`src/rtl/assert_macros.svh`:
```
// ----------------------------------------------------------------------------
// Assertion macros
// Concurrent checks that compile away in synthesis builds.
// ----------------------------------------------------------------------------
`ifndef ASSERT_MACROS_SVH
`define ASSERT_MACROS_SVH
`ifndef SYNTHESIS
`define UVS_ASSERT(label, clk, rst_n, cond) \
	label: assert property (@(posedge clk) disable iff (!rst_n) (cond)) \
		else $error("assertion failed");
`define UVS_ASSERT_NEXT(label, clk, rst_n, pre, post) \
	label: assert property (@(posedge clk) disable iff (!rst_n) (pre) |=> (post)) \
		else $error("assertion failed");
`else
`define UVS_ASSERT(label, clk, rst_n, cond)
`define UVS_ASSERT_NEXT(label, clk, rst_n, pre, post)
`endif
`endif

```
`src/rtl/uvs_pkg.sv`:
```
`timescale 1ns / 1ps
// ----------------------------------------------------------------------------
// uvs_pkg
// Shared widths, constants and rounding helpers for the UV sphere generator.
// ----------------------------------------------------------------------------
package uvs_pkg;

	localparam int CNT_W          = 9;
	localparam int PH_BITS        = 20;
	localparam int PH_QW          = 21;
	localparam int CORDIC_ITER    = 16;
	localparam int CORDIC_STG     = CORDIC_ITER + 2;
	localparam int IN_W           = 24;
	localparam int OUT_W          = 168;
	localparam int DEF_MAX_SLICES = 256;
	localparam int DEF_MAX_STACKS = 256;

	localparam logic signed [31:0] CORDIC_K30 = 32'sd652032874;
	localparam logic signed [31:0] ONE30      = 32'sh4000_0000;

	localparam logic signed [20:0] ATAN_TAB [CORDIC_ITER] = '{
		21'sd131072, 21'sd77376, 21'sd40884, 21'sd20753,
		21'sd10417,  21'sd5213,  21'sd2607,  21'sd1304,
		21'sd652,    21'sd326,   21'sd163,   21'sd81,
		21'sd41,     21'sd20,    21'sd10,    21'sd5
	};

	typedef enum logic [1:0] {
		REG_RADIUS = 2'd0,
		REG_SLICES = 2'd1,
		REG_STACKS = 2'd2
	} cfg_idx_t;

	typedef struct packed {
		logic top;
		logic bot;
	} pole_t;

	// round to nearest, halves away from zero
	function automatic logic signed [63:0] rnd_shift64(input logic signed [63:0] v,
		input int s);
		logic signed [63:0] mag;
		mag = v[63] ? -v : v;
		mag = (mag + (64'sd1 <<< (s - 1))) >>> s;
		return v[63] ? -mag : mag;
	endfunction

	function automatic logic signed [63:0] sat64(input logic signed [63:0] v,
		input logic signed [63:0] lim);
		if (v > lim) return lim;
		if (v < -lim) return -lim;
		return v;
	endfunction

	function automatic logic signed [31:0] rnd30(input logic signed [63:0] v);
		logic signed [63:0] t;
		t = rnd_shift64(v, 30);
		return t[31:0];
	endfunction

	function automatic logic signed [15:0] to_q14(input logic signed [31:0] v);
		logic signed [63:0] t;
		t = sat64(rnd_shift64({{32{v[31]}}, v}, 16), 64'sd16384);
		return t[15:0];
	endfunction

	function automatic logic signed [16:0] to_q88(input logic signed [63:0] v);
		logic signed [63:0] t;
		t = sat64(rnd_shift64(v, 30), 64'sd65535);
		return t[16:0];
	endfunction

endpackage

```
`src/rtl/uvs_cordic.sv`:
```
`timescale 1ns / 1ps
// ----------------------------------------------------------------------------
// uvs_cordic
// Pipelined rotation CORDIC: cosine and sine of a phase as Q1.30.
// ----------------------------------------------------------------------------
module uvs_cordic import uvs_pkg::*; (
	input  logic                    clk,
	input  logic [CORDIC_STG-1:0]   en,
	input  logic [PH_BITS-1:0]      phase,
	output logic signed [31:0]      cos_o,
	output logic signed [31:0]      sin_o
);

	localparam logic signed [20:0] PH_HALF    = 21'sd524288;
	localparam logic signed [20:0] PH_QUARTER = 21'sd262144;

	// fold into a quarter turn either side of zero
	logic signed [20:0] d0, d1;
	logic               ng0;
	always_comb begin
		d0 = (phase > PH_BITS'(PH_HALF)) ? 21'($signed({1'b0, phase}) - 2 * PH_HALF)
			: $signed({1'b0, phase});
		ng0 = 1'b0;
		d1  = d0;
		if (d0 > PH_QUARTER) begin
			d1  = d0 - PH_HALF;
			ng0 = 1'b1;
		end else if (d0 < -PH_QUARTER) begin
			d1  = d0 + PH_HALF;
			ng0 = 1'b1;
		end
	end

	logic               ex_f_s, ng_f_s;
	logic [1:0]         qd_f_s;
	logic signed [20:0] z_f_s;

	always_ff @(posedge clk) begin
		if (en[0]) begin
			ex_f_s <= (phase[PH_BITS-3:0] == '0);
			qd_f_s <= phase[PH_BITS-1:PH_BITS-2];
			ng_f_s <= ng0;
			z_f_s  <= d1;
		end
	end

	logic signed [31:0] x_s  [CORDIC_ITER];
	logic signed [31:0] y_s  [CORDIC_ITER];
	logic signed [20:0] z_s  [CORDIC_ITER];
	logic               ex_s [CORDIC_ITER];
	logic               ng_s [CORDIC_ITER];
	logic [1:0]         qd_s [CORDIC_ITER];

	for (genvar i = 0; i < CORDIC_ITER; i++) begin : g_iter
		logic signed [31:0] xi, yi;
		logic signed [20:0] zi;
		logic               exi, ngi;
		logic [1:0]         qdi;
		if (i == 0) begin : g_first
			assign xi  = CORDIC_K30;
			assign yi  = '0;
			assign zi  = z_f_s;
			assign exi = ex_f_s;
			assign ngi = ng_f_s;
			assign qdi = qd_f_s;
		end else begin : g_next
			assign xi  = x_s[i-1];
			assign yi  = y_s[i-1];
			assign zi  = z_s[i-1];
			assign exi = ex_s[i-1];
			assign ngi = ng_s[i-1];
			assign qdi = qd_s[i-1];
		end
		always_ff @(posedge clk) begin
			if (en[i+1]) begin
				if (!zi[20]) begin
					x_s[i] <= xi - (yi >>> i);
					y_s[i] <= yi + (xi >>> i);
					z_s[i] <= zi - ATAN_TAB[i];
				end else begin
					x_s[i] <= xi + (yi >>> i);
					y_s[i] <= yi - (xi >>> i);
					z_s[i] <= zi + ATAN_TAB[i];
				end
				ex_s[i] <= exi;
				ng_s[i] <= ngi;
				qd_s[i] <= qdi;
			end
		end
	end

	localparam int L = CORDIC_ITER - 1;

	always_ff @(posedge clk) begin
		if (en[CORDIC_STG-1]) begin
			if (ex_s[L]) begin
				// exact quarter turns
				case (qd_s[L])
					2'd0: begin cos_o <= ONE30;  sin_o <= '0;     end
					2'd1: begin cos_o <= '0;     sin_o <= ONE30;  end
					2'd2: begin cos_o <= -ONE30; sin_o <= '0;     end
					default: begin cos_o <= '0;  sin_o <= -ONE30; end
				endcase
			end else begin
				cos_o <= ng_s[L] ? -x_s[L] : x_s[L];
				sin_o <= ng_s[L] ? -y_s[L] : y_s[L];
			end
		end
	end

endmodule

```
`config.mk`:
```
export PLATFORM = sky130hd
export DESIGN_NAME = uvs_cordic
export DESIGN_NICKNAME = d
export VERILOG_FILES = /design/src/rtl/assert_macros.svh /design/src/rtl/uvs_pkg.sv /design/src/rtl/uvs_cordic.sv
export SDC_FILE = /design/constraint.sdc
export NUM_CORES = 2
export LEC_CHECK = 0
export BUFFER_PORTS_ARGS = -buffer_cell sky130_fd_sc_hd__buf_2
export CAP_MARGIN = 20
export CORE_MARGIN = 1
export CORE_UTILIZATION = 30
export CTS_CLUSTER_SIZE = 16
export DETAILED_ROUTE_END_ITERATION = 6
export GPL_ROUTABILITY_DRIVEN = 0
export PLACE_DENSITY = 0.53
export SLEW_MARGIN = 20
export SYNTH_ARGS = -nofsm -noshare
export SYNTH_HDL_FRONTEND = slang
export SYNTH_SLANG_ARGS = --single-unit
```
`constraint.sdc`:
```
create_clock -name clk -period 11.6 [get_ports clk]
set_input_delay 2.9 -clock clk [delete_from_list [all_inputs] [get_ports clk]]
set_output_delay 2.9 -clock clk [all_outputs]
set_load 0.05 [all_outputs]
```
Word-level counts from Yosys, hierarchy flattened

Memories as Yosys holds them, arrays and structs flattened.
Cells that the tools add are included.

Memories kept: 6
Memory bits (writable): 1424
Word-level logic and storage cells: 351
Register bits: 89

Memory list:

| name | words | width | rd ports | clocked after memory_dff | write ports | line             | source |
|---|---|---|---|---|---|---|---|
| x_s  | 16    | 32    | 16       | 0                        | 16          | uvs_cordic.sv:47 | `logic signed [31:0] x_s [CORDIC_ITER];` |
| y_s  | 16    | 32    | 16       | 0                        | 16          | uvs_cordic.sv:48 | `logic signed [31:0] y_s [CORDIC_ITER];` |
| z_s  | 16    | 21    | 15       | 0                        | 16          | uvs_cordic.sv:49 | `logic signed [20:0] z_s [CORDIC_ITER];` |
| qd_s | 16    | 2     | 16       | 0                        | 16          | uvs_cordic.sv:52 | `logic [1:0] qd_s [CORDIC_ITER];` |
| ex_s | 16    | 1     | 16       | 0                        | 16          | uvs_cordic.sv:50 | `logic ex_s [CORDIC_ITER];` |
| ng_s | 16    | 1     | 16       | 0                        | 16          | uvs_cordic.sv:51 | `logic ng_s [CORDIC_ITER];` |

Order comparisons: 3
Bitwise gates (word level): 48
Mux-type cells: 186
Reduce and logical (&&, ||, !) cells: 3
Equality and inequality tests: 2
Add/sub/neg operators: 97

Operators by type and width:

| kind                             | number |
|---|---|
| two-way mux 32 bit               | 36 |
| two-way mux 21 bit               | 19 |
| two-way mux 1 bit                | 129 |
| case mux 32 bit (2 select lines) | 2 |
| adder 32 x 17 -> 32 bit          | 2 |
| adder 32 x 18 -> 32 bit          | 2 |
| adder 32 x 19 -> 32 bit          | 2 |
| adder 32 x 20 -> 32 bit          | 2 |
| adder 32 x 21 -> 32 bit          | 2 |
| adder 32 x 22 -> 32 bit          | 2 |
| adder 32 x 23 -> 32 bit          | 2 |
| adder 32 x 24 -> 32 bit          | 2 |
| adder 32 x 25 -> 32 bit          | 2 |
| adder 32 x 26 -> 32 bit          | 2 |
| adder 32 x 27 -> 32 bit          | 2 |
| adder 32 x 28 -> 32 bit          | 2 |
| adder 32 x 29 -> 32 bit          | 2 |
| adder 32 x 30 -> 32 bit          | 2 |
| adder 32 x 31 -> 32 bit          | 2 |
| negation 32 bit                  | 2 |
| subtractor 32 x 17 -> 32 bit     | 2 |
| subtractor 32 x 18 -> 32 bit     | 2 |
| subtractor 32 x 19 -> 32 bit     | 2 |
| subtractor 32 x 20 -> 32 bit     | 2 |
| 55 further kinds                 | 113 |

Logic depth before layout (Yosys ltp)

Depth in word-level cells: 5
Mapped depth: 20
Depth with buffers taken out: 20

Worst setup path after synthesis

OpenSTA, ideal clock, no wires.

Kind: input to register
Start: input port en[15]
End: memory y_s[14][31] (netlist: y_s[1][223]), data pin
Slack: 4.551 ns
Arrival: 6.789 ns
Stages on the path: 15
Buffers on the path: 2
Library setup time: 0.260 ns
Data required time: 11.340 ns
Cell sequence: nand2_1 > clkbuf_1 > clkbuf_1 > mux2i_1 > ha_1 > nor2b_1 > o2111a_1 > o31ai_1 > a31oi_1 > a221oi_1 > o31ai_1 > a2111oi_0 > o31ai_1 > a21oi_1 > xnor2_1

RTL lines:

| item        | line             | source |
|---|---|---|
| from (decl) | uvs_cordic.sv:8  | `input logic [CORDIC_STG-1:0] en,` |
| to (decl)   | uvs_cordic.sv:48 |  |

==> flow_metrics.tcl <==
set metrics [dict create \
    status "complete, no violations" \
    hold_violations 0 \
    final_area_sq_um 123000 \
    drt-vias-per-instance 5.13 \
    holdCritPathClass "reg -> reg" \
    synthAdderAreaFrac_pct 14.8 \
    ys_async_sr_fraction_pct 0 \
    post_cts_resize_count 0 \
    ys.flop_type "edfxtp_1" \
    crit_arrival_ns 8.18 \
    drtPass1Iterations 6 \
    cts_buffer_depth 4 \
    pre_cts_slack_ns 3.18 \
    worstReg2RegStart "x_s[1][179]$_DFFE_PP_" \
    ioPinCount 103 \
    core_sq_um 370000 \
    yosys.area_share.simple_pct 13.2 \
    drc_errors 0 \
    yosysUniqueCellTypes 83 \
    dpl_cell_area_sq_um 118000 \
    slew_violations 0 \
    finalWirelength_mm 304 \
    syn_to_final_growth_pct 10.6 \
    grt_use_total_pct 15.7 \
    cts_tree "done" \
    synthCells 11400 \
    setup_slack_ns 3.96 \
    end_kind "flip-flop" \
    cp-start-kind "input port" \
    max_slew_margin_pct 21.7 \
    synth_nets 12700 \
    timing.rr.end "y_s[1][221]$_DFFE_PP_" \
    whs_endpoint "z_s[1][106]$_DFFE_PP_" \
    dieArea_sq_um 374000 \
    clk_latency_ns 0.85 \
    muxShareOfSynthArea_pct 0.978 \
    cts_buffers 166 \
    whs_ns 0.400 \
    yosysWarnings 0 \
    antenna_found_initial 6 \
    wl_per_cell_microns 18.3 \
    vias 85300 \
    cap_violations 0 \
    synth_compound_area_share_pct 18.9 \
    ys_ff_latch 1382 \
    worstSetupPathType "in -> reg" \
    drt_iter0_markers 5936 \
    grt_max_degree 91 \
    final_cell_mix "1382 x edfxtp_1, 1250 x ha_1, 1072 x a21oi_1" \
    fp-row-count 223 \
    finalSetupTns_ns 0 \
    syn_area_per_cell_sq_um 9.78 \
    path_max_fanout 71 \
    rsz0062_at_grt "false" \
    synth_edf_count 1382 \
    ant_nets 0 \
    grt_pass1_wl_mm 469 \
    grt_pass1_vias 80400 \
    initial_core_util_pct 30.2 \
    seq_area_frac_synth_pct 37.2 \
    final_layout_size_suffix_gt1_share_pct 4.70 \
    cts.clk_slew.worst_paths_ns 0.06 \
    fin_skew_ns 0.0821 \
    holdBufCountCts 0 \
    rrSetupSlack_ns 5.49 \
    final_common_cell "edfxtp_1" \
    tightest_slew_ns 1.16 \
    synth_xor_area_share_pct 12.8 \
    grt_overflow 0 \
    portBuffers 102 \
    numClockSinks 1382 \
    setup_viol 0 \
    post_cts_buffers 0 \
    hpwl_mm 242 \
    syn_area_sq_um 112000 \
    fmax_mhz 131 \
    dieHeight_microns 612 \
    fp.dieW_microns 612 \
    ff2ff_path_depth 17 \
    htree_levels 4 \
    synth_top_family_by_area "compound AO/OA/AOI/OAI gates" \
    nets 12900 \
    min_from "z_s[1][85]$_DFFE_PP_" \
    clock-root-buffer "clkbuf_16" \
    min_period_ns 7.64 \
    min_period_over_period_pct 65.8 \
    required_ns 12.15 \
    hold_path_depth 0 \
]
-- area by class of cell --
class | count | area (sq um)
fill | 37900 | 246000
multi-input combinational | 9395 | 67700
sequential | 1382 | 41500
tap | 4950 | 6190
clock buffer | 199 | 4340
inverter | 447 | 1680
timing repair buffer | 160 | 988
clock inverter | 88 | 962
antenna | 2 | 5.00
-- critical path, stage by stage --
cell	delay, ns
buf_2	0.10
buf_4	0.72
nand2_2	0.09
buf_4	0.36
mux2i_1	0.33
ha_1	0.28
nor2b_1	0.15
o2111a_1	0.25
o31ai_1	0.38
a31oi_1	0.22
a221oi_1	0.93
o31ai_1	0.30
a2111oi_0	0.69
o21bai_1	0.16
a21oi_1	0.20
xnor2_1	0.08
-- cells in the mapped netlist, types with 95 or more instances --
library cell,count,area (sq um)
clkbuf_1,171,642
nor2b_1,132,826
inv_1,441,1660
ha_1,1250,15600
nand2b_1,177,1110
or3_1,95,594
a31oi_1,109,682
a21oi_1,1072,5370
nor3_1,302,1510
o21a_1,150,1130
edfxtp_1,1382,41500
nand3_1,202,1010
xor2_1,571,5000
o21ai_0,653,3270
xnor2_1,1065,9330
a21o_1,443,3330
o21bai_1,131,983
a211oi_1,95,713
o31ai_1,146,1100
nand2_1,674,2530
nor2_1,940,3530
-- flip-flops by register name, summed over array words and instances (netlist names) --
register	flops
g_iter.zi	20
z_s	293
sin_o	32
cos_o	32
g_iter.qdi	2
x_s	456
ex_s	16
ex_f_s	1
qd_s	32
y_s	481
g_iter.ngi	1
ng_s	16
-- metrics by stage --
step                      std cells  util [%]
after floorplan               11400         -
after global placement        16300      31.9
after detailed placement      16300      31.9
after CTS                     16600      33.4
after global routing          16600      33.4
final                         16600      33.4
-- kinds of logic (layout without fill, tap and decap cells) --
group / Yosys count / count (layout)
other: 0 / 2
flip-flops: 1382 / 1382
AND/OR/NAND/NOR: 3041 / 3041
multiplexers: 104 / 104
AO/OA/AOI/OAI: 3320 / 3320
buffers and inverters: 639 / 894
XOR/XNOR: 1636 / 1636
adder cells (fa/ha/maj): 1294 / 1294
-- routing by layer --
metal / wire [microns] / vias up / track usage, % / share of wire, %
met5: 27 / - / 0 / 0.0089
met4: 6340 / 4 / 3.52 / 2.1
met3: 14000 / 304 / 1.80 / 4.6
met2: 133000 / 1675 / 24.7 / 44
met1: 151000 / 40600 / 22.9 / 50
li1: - / 42700 / - / -
-- worst max-delay path by stage --
stage	startpoint	end	slack, ns	cells after the start
final	en[15]	y_s[1][221]$_DFFE_PP_	3.96	16
after global placement	en[15]	y_s[1][223]$_DFFE_PP_	3.25	16
after global routing	en[15]	y_s[1][221]$_DFFE_PP_	3.57	16
after detailed placement	en[15]	y_s[1][223]$_DFFE_PP_	3.18	16
after CTS	en[15]	y_s[1][223]$_DFFE_PP_	4.04	16
after floorplan	en[15]	y_s[1][223]$_DFFE_PP_	4.55	15
Power is left out: the tool's default activity adds up to more than one toggle a clock period on the data nets, which glitch-free logic cannot reach.
