**src/rtl/assert_macros.svh**
```systemverilog
// ----------------------------------------------------------------------------
// Assertion macros
// Concurrent checks that compile away in synthesis builds.
// ----------------------------------------------------------------------------
`ifndef ASSERT_MACROS_SVH
`define ASSERT_MACROS_SVH
`ifndef SYNTHESIS
`define UVS_ASSERT(label, clk, rst_n, cond) \
	label: assert property (@(posedge clk) disable iff (!rst_n) (cond)) \
		else $error("assertion failed");
`define UVS_ASSERT_NEXT(label, clk, rst_n, pre, post) \
	label: assert property (@(posedge clk) disable iff (!rst_n) (pre) |=> (post)) \
		else $error("assertion failed");
`else
`define UVS_ASSERT(label, clk, rst_n, cond)
`define UVS_ASSERT_NEXT(label, clk, rst_n, pre, post)
`endif
`endif

```
**src/rtl/uvs_pkg.sv**
```systemverilog
`timescale 1ns / 1ps
// ----------------------------------------------------------------------------
// uvs_pkg
// Shared widths, constants and rounding helpers for the UV sphere generator.
// ----------------------------------------------------------------------------
package uvs_pkg;

	localparam int CNT_W          = 9;
	localparam int PH_BITS        = 20;
	localparam int PH_QW          = 21;
	localparam int CORDIC_ITER    = 16;
	localparam int CORDIC_STG     = CORDIC_ITER + 2;
	localparam int IN_W           = 24;
	localparam int OUT_W          = 168;
	localparam int DEF_MAX_SLICES = 256;
	localparam int DEF_MAX_STACKS = 256;

	localparam logic signed [31:0] CORDIC_K30 = 32'sd652032874;
	localparam logic signed [31:0] ONE30      = 32'sh4000_0000;

	localparam logic signed [20:0] ATAN_TAB [CORDIC_ITER] = '{
		21'sd131072, 21'sd77376, 21'sd40884, 21'sd20753,
		21'sd10417,  21'sd5213,  21'sd2607,  21'sd1304,
		21'sd652,    21'sd326,   21'sd163,   21'sd81,
		21'sd41,     21'sd20,    21'sd10,    21'sd5
	};

	typedef enum logic [1:0] {
		REG_RADIUS = 2'd0,
		REG_SLICES = 2'd1,
		REG_STACKS = 2'd2
	} cfg_idx_t;

	typedef struct packed {
		logic top;
		logic bot;
	} pole_t;

	// round to nearest, halves away from zero
	function automatic logic signed [63:0] rnd_shift64(input logic signed [63:0] v,
		input int s);
		logic signed [63:0] mag;
		mag = v[63] ? -v : v;
		mag = (mag + (64'sd1 <<< (s - 1))) >>> s;
		return v[63] ? -mag : mag;
	endfunction

	function automatic logic signed [63:0] sat64(input logic signed [63:0] v,
		input logic signed [63:0] lim);
		if (v > lim) return lim;
		if (v < -lim) return -lim;
		return v;
	endfunction

	function automatic logic signed [31:0] rnd30(input logic signed [63:0] v);
		logic signed [63:0] t;
		t = rnd_shift64(v, 30);
		return t[31:0];
	endfunction

	function automatic logic signed [15:0] to_q14(input logic signed [31:0] v);
		logic signed [63:0] t;
		t = sat64(rnd_shift64({{32{v[31]}}, v}, 16), 64'sd16384);
		return t[15:0];
	endfunction

	function automatic logic signed [16:0] to_q88(input logic signed [63:0] v);
		logic signed [63:0] t;
		t = sat64(rnd_shift64(v, 30), 64'sd65535);
		return t[16:0];
	endfunction

endpackage

```
**src/rtl/uvs_divider.sv**
```systemverilog
`timescale 1ns / 1ps
// ----------------------------------------------------------------------------
// uvs_divider
// Pipelined restoring divider, one quotient bit per stage.
// ----------------------------------------------------------------------------
module uvs_divider import uvs_pkg::*; #(
	parameter int QW = PH_QW
) (
	input  logic                  clk,
	input  logic [QW-1:0]         en,
	input  logic [QW+CNT_W-1:0]   num,
	input  logic [CNT_W-1:0]      den,
	output logic [QW-1:0]         quo
);

	localparam int NUMW = QW + CNT_W;

	logic [CNT_W-1:0] rem_s [QW];
	logic [QW-1:0]    low_s [QW];
	logic [QW-1:0]    quo_s [QW];

	for (genvar j = 0; j < QW; j++) begin : g_step
		logic [CNT_W-1:0] rin;
		logic [QW-1:0]    lin;
		logic [QW-1:0]    qin;
		logic [CNT_W:0]   t;
		logic             ge;
		if (j == 0) begin : g_first
			// quotient fits QW bits, so the top part is already below den
			assign rin = num[NUMW-1:QW];
			assign lin = num[QW-1:0];
			assign qin = '0;
		end else begin : g_next
			assign rin = rem_s[j-1];
			assign lin = low_s[j-1];
			assign qin = quo_s[j-1];
		end
		assign t  = {rin, lin[QW-1-j]};
		assign ge = (t >= {1'b0, den});
		always_ff @(posedge clk) begin
			if (en[j]) begin
				rem_s[j] <= ge ? CNT_W'(t - {1'b0, den}) : t[CNT_W-1:0];
				low_s[j] <= lin;
				quo_s[j] <= {qin[QW-2:0], ge};
			end
		end
	end

	assign quo = quo_s[QW-1];

endmodule

```
**config.mk**
```make
export PLATFORM = sky130hd
export DESIGN_NAME = uvs_divider
export DESIGN_NICKNAME = d
export VERILOG_FILES = /design/src/rtl/assert_macros.svh /design/src/rtl/uvs_pkg.sv /design/src/rtl/uvs_divider.sv
export SDC_FILE = /design/constraint.sdc
export NUM_CORES = 1
export LEC_CHECK = 0
export BUFFER_PORTS_ARGS = -buffer_cell sky130_fd_sc_hd__buf_2
export CORE_ASPECT_RATIO = 0.6
export CORE_MARGIN = 2
export CORE_UTILIZATION = 30
export DETAILED_ROUTE_END_ITERATION = 8
export GPL_TIMING_DRIVEN = 0
export HOLD_SLACK_MARGIN = 0.15
export PLACE_DENSITY_LB_ADDON = 0.1
export SYNTH_ARGS = -nofsm -noshare
export SYNTH_HDL_FRONTEND = slang
export SYNTH_SLANG_ARGS = --single-unit
export TNS_END_PERCENT = 100
```
**constraint.sdc**
```tcl
create_clock -name clk -period 5.4 [get_ports clk]
set_input_delay 1.08 -clock clk [delete_from_list [all_inputs] [get_ports clk]]
set_output_delay 1.08 -clock clk [all_outputs]
set_load 0.01 [all_outputs]
```
### Word level (Yosys, flattened, before mapping)

Memories as Yosys holds them, arrays and structs flattened.
Cells that the tools add are included.
W data, S select, Z words.

* bits in writable memories: 1071
* word-level logic and storage cells: 108
* register bits after elaboration: 0
* input port bits: 61
* memories: 3

Memory list
* low_s: words 21, width 21, read ports 20, clocked after Yosys merged registers in 0, wr ports 21, RTL line uvs_divider.sv:19 `logic [QW-1:0] low_s [QW];`
* quo_s: words 21, width 21, read ports 21, clocked after Yosys merged registers in 0, wr ports 21, RTL line uvs_divider.sv:20 `logic [QW-1:0] quo_s [QW];`
* rem_s: words 21, width 9, read ports 20, clocked after Yosys merged registers in 0, wr ports 21, RTL line uvs_divider.sv:18 `logic [CNT_W-1:0] rem_s [QW];`

* add/sub/neg operators: 21
* magnitude comparators: 21
* muxes and demuxes: 63

Operators with widths (count)
* $ge A10 B9 Y1: 21
* $mux W9: 21
* $sub A9 B9 Y9: 21
* $mux W1: 42

### Depth between registers and ports, before layout

Gate-level depths: netlist of the first run.
An unclocked memory read counts as a cell.

* depth after elaboration: 3
* mapped depth: 10
* depth with buffers taken out: 10

### Worst setup path before layout of the first run

OpenSTA, ideal clock, no wires.

* path kind: in2reg
* from: input port den[1]
* to: memory rem_s[18][1], in the netlist rem_s[4][19] (data pin)
* arrival: 3.823 ns
* stages: 8
* setup time: 0.260 ns
* data required time: 5.140 ns
* path slack: 1.317 ns
* path through: inv_1 > ha_1 > nand4_1 > o21ai_1 > a211o_1 > or2_1 > buf_6 > mux2_4

RTL lines
* start: declaration: RTL line uvs_divider.sv:12 `input logic [CNT_W-1:0] den,`
* end: declaration: RTL line uvs_divider.sv:18

==> results of run 1 <==
[registers in the layout, indices dropped and copies added, names as in the netlist]
name   cells
low_s    210
quo_s    231
rem_s    180
[cells in the final DEF, fill, tap and decap left out, types with 45 or more instances in the layout]
cell	synthesis	routed
nor2_1	90	90
ha_1	189	189
mux2_2	99	99
xnor2_1	69	69
edfxtp_1	621	621
a21oi_1	133	133
o21a_1	45	45
inv_1	103	95
buf_2	4	85
nand2_1	49	49
clkbuf_16	0	68
[worst max-delay path by stage]
stage | startpoint | to | slack (ns) | cells after the start
detailed placement | den[0] | rem_s[4][12]$_DFFE_PP_ | 1.05 | 10
CTS | den[0] | rem_s[4][12]$_DFFE_PP_ | 1.73 | 10
floorplan | den[1] | rem_s[4][19]$_DFFE_PP_ | 1.32 | 8
global route | den[0] | rem_s[1][22]$_DFFE_PP_ | 1.53 | 10
finish | den[0] | rem_s[4][15]$_DFFE_PP_ | 1.65 | 10
global placement | den[1] | rem_s[4][19]$_DFFE_PP_ | -0.19 | 9
[layout make-up]
cell class                 count  area (um^2)
fill                        9071        61400
sequential                   621        18600
multi-input combinational   1197         9670
clock buffer                  79         1740
tap                         1246         1560
timing repair buffer          89          581
inverter                     113          427
clock inverter                40          424
buffer                         9         60.1
[power by group]
part	switching [mW]	total, mW	internal [mW]
Sequential	0.524	7.18	6.66
Clock	1.93	4.59	2.66
Combinational	3.21	5.96	2.75
[metal layers]
layer / part of all wire / vias up
met5: 0 / -
met4: 0.019 / 0
met1: 0.55 / 8091
met3: 0.046 / 83
met2: 0.38 / 348
li1: - / 7938
[critical path, cell delays in order]
cell     delay [ns]
buf_2          0.79
ha_1           0.31
inv_1          0.06
fa_1           0.40
a21o_1         0.23
o21a_1         0.19
o21ai_2        0.24
and2_1         0.33
inv_2          0.14
mux2_2         0.29
[kinds of logic after synthesis]
| group | synth area share |
|---|---|
| AND/OR/NAND/NOR | 0.0558 |
| XOR/XNOR | 0.0243 |
| AO/OA/AOI/OAI | 0.110 |
| adder cells (fa/ha/maj) | 0.0960 |
| multiplexers | 0.0502 |
| buffers and inverters | 0.0168 |
| flip-flops | 0.647 |
[per-stage QoR]
stage	power, mW	worst slack (ns)	TNS, ns
floorplan	11.6	1.32	0
global placement	13.1	-0.189	-5.02
detailed placement	13.2	1.05	0
CTS	18.0	1.73	0
global route	18.9	1.53	0
finish	17.7	1.65	0
==> flow_metrics.tcl, run 1 <==
set metrics [dict create \
    start_kind "input port" \
    synth_warnings 0 \
    antenna_found_initial 1 \
    grt_pass1_vias 16300 \
    dr.pass1.iters 7 \
    ant_nets 0 \
    h-tree-depth 3 \
    outcome "completed" \
    async_flop_share 0 \
    die_h_um 244 \
    cts_tree "built" \
    die_area_um2 98600 \
    hold_ws_ns 0.397 \
    setup_viol 0 \
    path_clk_slew_ns 0.06 \
    worstMarginPinSlew_ns 1.12 \
    synth_top_area_cell "edfxtp_1" \
    drt-total-wl_mm 65.3 \
    fin_crit_sh 0.694 \
    cts_sinks 621 \
    max_freq_mhz 267 \
    whs_endpoint "low_s[2][1]$_DFFE_PP_" \
    area_growth_pct 15.0 \
    synth-edff-count 621 \
    final_area_um2 33100 \
    grt_max_degree 31 \
    crit_path_end_kind "register" \
    crit_arrival_ns 4.12 \
    yosysSeqAreaShare 0.647 \
    overflow 0 \
    grt_util_met3 0.0275 \
    rsz0062_at_grt "false" \
    place_area_um2 30900 \
    syn_inst 1940 \
    grt_pass1_wl_mm 100 \
    worstHoldPathType "register to register" \
    syn_nets 2210 \
    insertion_delay_ns 0.62 \
    cts_buffers 66 \
    vias 16500 \
    synth_top_area_share 0.647 \
    cts_resized 0 \
    synth.most_common_cell "edfxtp_1" \
    reg2reg_to "rem_s[1][22]$_DFFE_PP_" \
    worstReg2RegStart "low_s[1][35]$_DFFE_PP_" \
    worstPathRequired_ns 5.77 \
    n_antenna_cell 0 \
    ir_drop_v 0.000231 \
    skew_ns 0.0232 \
    synthTopCellsByArea "edfxtp_1 65%, ha_1 8.2%, mux2_2 3.9%" \
    power.leakage_nw 12.1 \
    timing.final.crit_period_ns 3.75 \
    drc_errors 0 \
    grtUsageTotal 0.134 \
    coreArea_um2 94500 \
    drtIter0Drc 927 \
    use_met2 0.179 \
    ys_seq_elements 621 \
    numPortBuffers 81 \
    grt.busiest_layer "met1" \
    mappedNetlistArea_um2 28800 \
    dp_cells 3275 \
    cts_root_buf "clkbuf_16" \
    synth_ff_type "edfxtp_1" \
    post-route-util 0.350 \
    drv_slew 0 \
    post-cts-setup-buffers 0 \
    slew-limit-headroom 0.250 \
    r2r_slack_ns 2.69 \
    final_cells 3394 \
    rr_worst_depth 10 \
    avgSynthCellArea_um2 14.8 \
    whs_path_depth 0 \
    use_met1 0.215 \
    clk_path_buf_depth 3 \
    finish.net_count 2367 \
    vias_per_cell 4.85 \
    drive_above_1_share 0.158 \
    dpl.hpwl_mm 45.5 \
    die_w_um 404 \
    hp-start "low_s[1][64]$_DFFE_PP_" \
    io_pins 82 \
    drv_cap 0 \
    hold_viol 0 \
    wl_per_cell_um 19.3 \
    path_max_fanout 21 \
    ys_types 70 \
    powerDensity_nw_per_um2 536 \
    yosys-top-cells-count "621 x edfxtp_1, 189 x ha_1, 133 x a21oi_1" \
    cts-hold-fix-buffers 0 \
    std_cell_rows 87 \
    initial_core_util 0.305 \
    place_congestion 0.806 \
    critPathKind "input port to register" \
]
Note: power is estimated with default switching activity, not from simulation.
==> run 2: changes to the inputs <==
- ABC_AREA: default -> 1
- clock period: 5.4 -> 3.7 ns (I/O delays scaled with it)
==> flow_metrics.tcl, run 2 <==
set metrics [dict create \
    synth_top_area_share 0.596 \
    grt_pass1_vias 19700 \
    worstHoldPathType "input port to register" \
    crit_path_end_kind "register" \
    insertion_delay_ns 0.66 \
    dr.pass1.iters 5 \
    antenna_found_initial 2 \
    largestRegisters "quo_s: 231 flops, low_s: 210 flops, rem_s: 180 flops" \
    coreArea_um2 103000 \
    final_cells 4626 \
    comb_power_share 0.377 \
    ys_seq_elements 621 \
    whs_endpoint "low_s[0][13]$_DFFE_PP_" \
    multi_input_comb_area_um2 10900 \
    fin_crit_sh 0.810 \
    avgSynthCellArea_um2 10.3 \
    setup_viol 0 \
    critPathKind "input port to register" \
    grtUsageTotal 0.150 \
    wl_per_cell_um 17.2 \
    overflow 0 \
    grt_util_met3 0.0245 \
    cp_top_family "buffers and inverters" \
    ir_drop_v 0.000397 \
    die_h_um 254 \
    internal-power_mw 16.9 \
    pwr-share-clk 0.230 \
    max_stage_delay_ns 0.86 \
    grt_max_degree 31 \
    std_cell_rows 91 \
    ys_types 25 \
    die_w_um 421 \
    place_congestion 0.854 \
    path_cells "buf_2 > ha_1 > inv_1 > fa_1 > nand4_1 > nand2_1 > nand2_2 > nand2_4 > nand2_1 > nand2_1" \
    setup_ws_ns 0.703 \
    drv_slew 0 \
    cts_root_buf "clkbuf_16" \
    reg2reg_to "rem_s[4][25]$_DFFE_PP_" \
    yosys-top-cells-count "1030 x nand2_1, 621 x edfxtp_1, 399 x inv_1" \
    synth_warnings 0 \
    final_common_cell "nand2_1" \
    drv_cap 0 \
    yosysSeqAreaShare 0.596 \
    mappedNetlistArea_um2 31300 \
    slew-limit-headroom 0.179 \
    pwr-share-seq 0.393 \
    cts_buffers 61 \
    fillCellCount 10300 \
    synth.most_common_cell "nand2_1" \
    max_flop_register "quo_s" \
    synthTopCellsByArea "edfxtp_1 60%, nand2_1 12%, ha_1 7.6%" \
    drt-total-wl_mm 79.6 \
    cts-hold-fix-buffers 0 \
    drive_above_1_share 0.0972 \
    drtIter0Drc 1574 \
    r2r_slack_ns 1.28 \
    outcome "completed" \
    async_flop_share 0 \
    p_sw_frac 0.381 \
    drc_errors 0 \
    grt_pass1_wl_mm 121 \
    syn_nets 3296 \
    power.switching_mw 10.4 \
    dpl.hpwl_mm 56.6 \
    crit_arrival_ns 3.36 \
    grt.busiest_layer "met1" \
    post-cts-setup-buffers 0 \
    cts_sinks 621 \
    cts_resized 0 \
    power.leakage_nw 15.8 \
    synth-edff-count 621 \
    hp-start "num[13]" \
    whs_path_depth 1 \
    worstReg2RegStart "low_s[4][23]$_DFFE_PP_" \
    die_area_um2 107000 \
    initial_core_util 0.304 \
    rsz0062_at_grt "false" \
    use_met2 0.195 \
    ant_nets 0 \
    worstMarginPinSlew_ns 1.23 \
    powerDensity_nw_per_um2 767 \
    power.total_mw 27.3 \
    hold_viol 0 \
    crit_path_frequent_cell "nand2_1" \
    numPortBuffers 81 \
    max_freq_mhz 334 \
    h-tree-depth 2 \
    path_max_fanout 21 \
    vias 20700 \
    skew_ns 0.0236 \
    final_cell_mix "1030 x nand2_1, 621 x edfxtp_1, 391 x inv_1" \
    timing.final.crit_period_ns 3.00 \
    place_ws_ns 0.0702 \
    start_kind "input port" \
    synth_top_area_cell "edfxtp_1" \
    synth_ff_type "edfxtp_1" \
    area_growth_pct 13.8 \
    cp_slowest_cell "buf_2" \
    cts_tree "built" \
    vias_per_cell 4.48 \
    io_pins 82 \
    use_met1 0.253 \
    path_clk_slew_ns 0.06 \
    rr_worst_depth 10 \
    clk_path_buf_depth 3 \
    syn_inst 3026 \
    dp_cells 4510 \
    finish.net_count 3448 \
    largest_reg_flops 231 \
    seqCellArea_um2 18600 \
    path_buf_inv 2 \
    worstPathRequired_ns 4.07 \
]
[run 2: changes by cell type after synthesis, moves of 45 or more]
cell,before,now
inv_1,103,399
mux2_2,99,0
nand2_1,49,1030
nand3_1,34,350
o21a_1,45,0
xnor2_1,69,0
xor2_1,11,60
[run 2: logic make-up after synthesis]
| group | after synthesis | share of synthesized area |
|---|---|---|
| AOI/OAI and AO/OA | 99 | 0.0160 |
| xor gates and xnor gates | 60 | 0.0168 |
| buffers and inverters | 430 | 0.0550 |
| adders and majority gates | 209 | 0.0884 |
| DFF | 621 | 0.596 |
| and+or+nand+nor | 1607 | 0.228 |
[run 2: per-layer routing]
layer  vias to the layer above  wire length (um)
met1                      9689             44900
met5                         -                 0
met3                        92              3720
li1                      10500                 -
met4                         0              1240
met2                       456             29700
[run 2: power by group through the flow]
stage | Sequential [mW] | Combinational, mW | Clock, mW
6_report | 10.7 | 10.3 | 6.29
5_1_grt | 10.9 | 11.9 | 6.85
4_1_cts | 10.7 | 10.3 | 6.57
3_5_place_dp | 10.8 | 10.2 | 0
3_3_place_gp | 10.9 | 10.2 | 0
2_1_floorplan | 10.3 | 7.69 | 0
[run 2: layout make-up]
class | count | area share
Sequential cell | 621 | 0.524
Multi-Input combinational cell | 1975 | 0.307
Tap cell | 1395 | 0.0490
Clock buffer | 77 | 0.0452
Inverter | 400 | 0.0422
Timing Repair Buffer | 89 | 0.0159
Clock inverter | 38 | 0.0110
Buffer | 30 | 0.00615
Antenna cell | 1 | 0.0000703
[run 2: how the worst max path moves through the flow]
| stage | from | end | slack [ns] | cells past startpoint |
|---|---|---|---|---|
| 2_1_floorplan | den[1] | rem_s[4][34]$_DFFE_PP_ | 0.40 | 8 |
| 3_3_place_gp | den[1] | rem_s[4][34]$_DFFE_PP_ | -1.18 | 9 |
| 3_5_place_dp | den[0] | rem_s[1][8]$_DFFE_PP_ | 0.07 | 10 |
| 4_1_cts | den[0] | rem_s[1][8]$_DFFE_PP_ | 0.79 | 10 |
| 5_1_grt | den[0] | rem_s[2][2]$_DFFE_PP_ | 0.64 | 10 |
| 6_report | den[0] | rem_s[4][25]$_DFFE_PP_ | 0.70 | 10 |
[run 2: worst register-to-register path, cell delays in order, from the launching register on]
cell and delay (ns):
edfxtp_1 0.50, inv_1 0.10, ha_1 0.15, inv_1 0.09, fa_1 0.43, nand4_1 0.18
nand2_1 0.11, nand2_2 0.22, nand2_4 0.16, nand2_1 0.10, nand2_1 0.12
[run 2: through the flow]
step / utilization / cell area, um^2 / hold slack, ns / setup TNS (ns)
finish: 0.345 / 35600 / 0.259 / 0
global route: 0.345 / 35600 / 0.210 / 0
CTS: 0.345 / 35600 / 0.194 / 0
detailed placement: 0.326 / 33600 / 0.405 / 0
global placement: 0.324 / 33400 / 0.401 / -187.49
floorplan: - / 31300 / 0.400 / 0
==> run 3: changes to the inputs <==
- clock period: 3.7 -> 2.7 ns (I/O delays scaled with it)
==> flow_metrics.tcl, run 3 (synthesis results as in run 2) <==
set metrics [dict create \
    outcome "finished with violations" \
    violations "negative setup slack" \
    grt_max_degree 31 \
    post-route-util 0.348 \
    worstHoldPathType "input port to register" \
    dpl.hpwl_mm 53.8 \
    crit_path_end_kind "register" \
    final_common_cell "nand2_1" \
    worstMarginPinSlew_ns 0.890 \
    fillCellCount 10300 \
    coreArea_um2 103000 \
    cts_root_buf "clkbuf_16" \
    start_kind "input port" \
    drc_errors 0 \
    largest_reg_flops 231 \
    cts_buffers 60 \
    whs_path_depth 3 \
    initial_core_util 0.304 \
    wl_per_cell_um 16.3 \
    post-cts-setup-buffers 0 \
    vias 20700 \
    power.total_mw 36.9 \
    finish.net_count 3467 \
    die_area_um2 107000 \
    rsz0062_at_grt "true" \
    die_w_um 421 \
    cts_sinks 621 \
    setup_ws_ns -0.00840 \
    drv_cap 0 \
    crit_arrival_ns 3.10 \
    path_max_fanout 21 \
    power.leakage_nw 16.0 \
    drv_slew 0 \
    seqCellArea_um2 18600 \
    skew_ns 0.0175 \
    multi_input_comb_area_um2 11100 \
    std_cell_rows 91 \
    ir_drop_v 0.000453 \
    setup_viol 2 \
    final_cell_mix "1029 x nand2_1, 621 x edfxtp_1, 391 x inv_1" \
    clk_path_buf_depth 3 \
    dr.pass1.iters 6 \
    io_pins 82 \
    timing.final.crit_period_ns 2.71 \
    grt_pass1_wl_mm 116 \
    numPortBuffers 81 \
    cts_tree "built" \
    critPathKind "input port to register" \
    drive_above_1_share 0.104 \
    max_flop_register "quo_s" \
    insertion_delay_ns 0.64 \
    place_congestion 0.857 \
    largestRegisters "quo_s: 231 flops, low_s: 210 flops, rem_s: 180 flops" \
    die_h_um 254 \
    fin_crit_sh 1.00 \
    slew-limit-headroom 0.406 \
    path_clk_slew_ns 0.06 \
    drt-total-wl_mm 75.7 \
    max_freq_mhz 369 \
    drtIter0Drc 1574 \
    rr_worst_depth 10 \
    antenna_found_initial 2 \
    area_growth_pct 14.6 \
    worstPathRequired_ns 3.09 \
    vias_per_cell 4.47 \
    grtUsageTotal 0.141 \
    h-tree-depth 2 \
    hold_viol 0 \
    overflow 0 \
    ant_nets 0 \
    powerDensity_nw_per_um2 1030 \
    grt_pass1_vias 19400 \
]
[run 3: where the power goes]
part	total, mW	internal (mW)	switching (mW)
Combinational	14.1	5.03	9.06
Sequential	14.6	13.4	1.20
Clock	8.22	4.48	3.73
[run 3: area by class of cell]
class	count	area share
buffer	30	0.00611
tap	1395	0.0487
clock buffer	70	0.0429
clock inverter	40	0.00988
inverter	400	0.0420
antenna	1	0.0000698
timing repair buffer	109	0.0214
multi-input combinational	1975	0.309
sequential	621	0.520
[run 3: worst max-delay path, stage by stage]
cell and delay [ns]:
buf_2 0.10, clkinvlp_4 0.66, buf_12 0.46, fa_2 0.45
nand4_1 0.16, nand2_1 0.11, nand2_2 0.24, nand2_4 0.16
nand2_1 0.10, nand2_1 0.06
[run 3: final timing paths]
path	slack, ns	from	endpoint
worst max-delay path	-0.008	den[1]	rem_s[1][24]$_DFFE_PP_
worst min-delay path	0.27	num[20]	rem_s[0][0]$_DFFE_PP_
worst max register to register	0.52	low_s[1][35]$_DFFE_PP_	rem_s[1][24]$_DFFE_PP_
worst min register to register	0.41	quo_s[4][24]$_DFFE_PP_	quo_s[4][46]$_DFFE_PP_
[run 3: layer usage]
layer,vias to the layer above,track usage,wire length (um)
li1,10500,-,-
met1,9642,0.236,42300
met4,2,0.0298,1370
met3,93,0.0232,3830
met5,-,0,13
met2,482,0.186,28200
[run 3: what timing repair did]
item | in CTS | in global routing
endpoints found under the setup margin | 0 | 95
endpoints found under the hold margin | 20 | 0
hold buffers | 20 | 0
resized for setup | 0 | 4
[run 3: per-stage QoR]
step | hold slack, ns | setup WS [ns] | TNS, ns | std cells | area, um^2
finish | 0.272 | -0.00840 | -0.0165 | 4641 | 35800
global route | 0.249 | -0.0925 | -1.76 | 4640 | 35800
CTS | 0.234 | 0.0139 | 0 | 4640 | 35800
detailed placement | 0.405 | -0.677 | -111.50 | 4510 | 33700
global placement | 0.400 | -1.40 | -256.15 | 4502 | 33600
floorplan | 0.400 | 0.000961 | 0 | 3026 | 31400
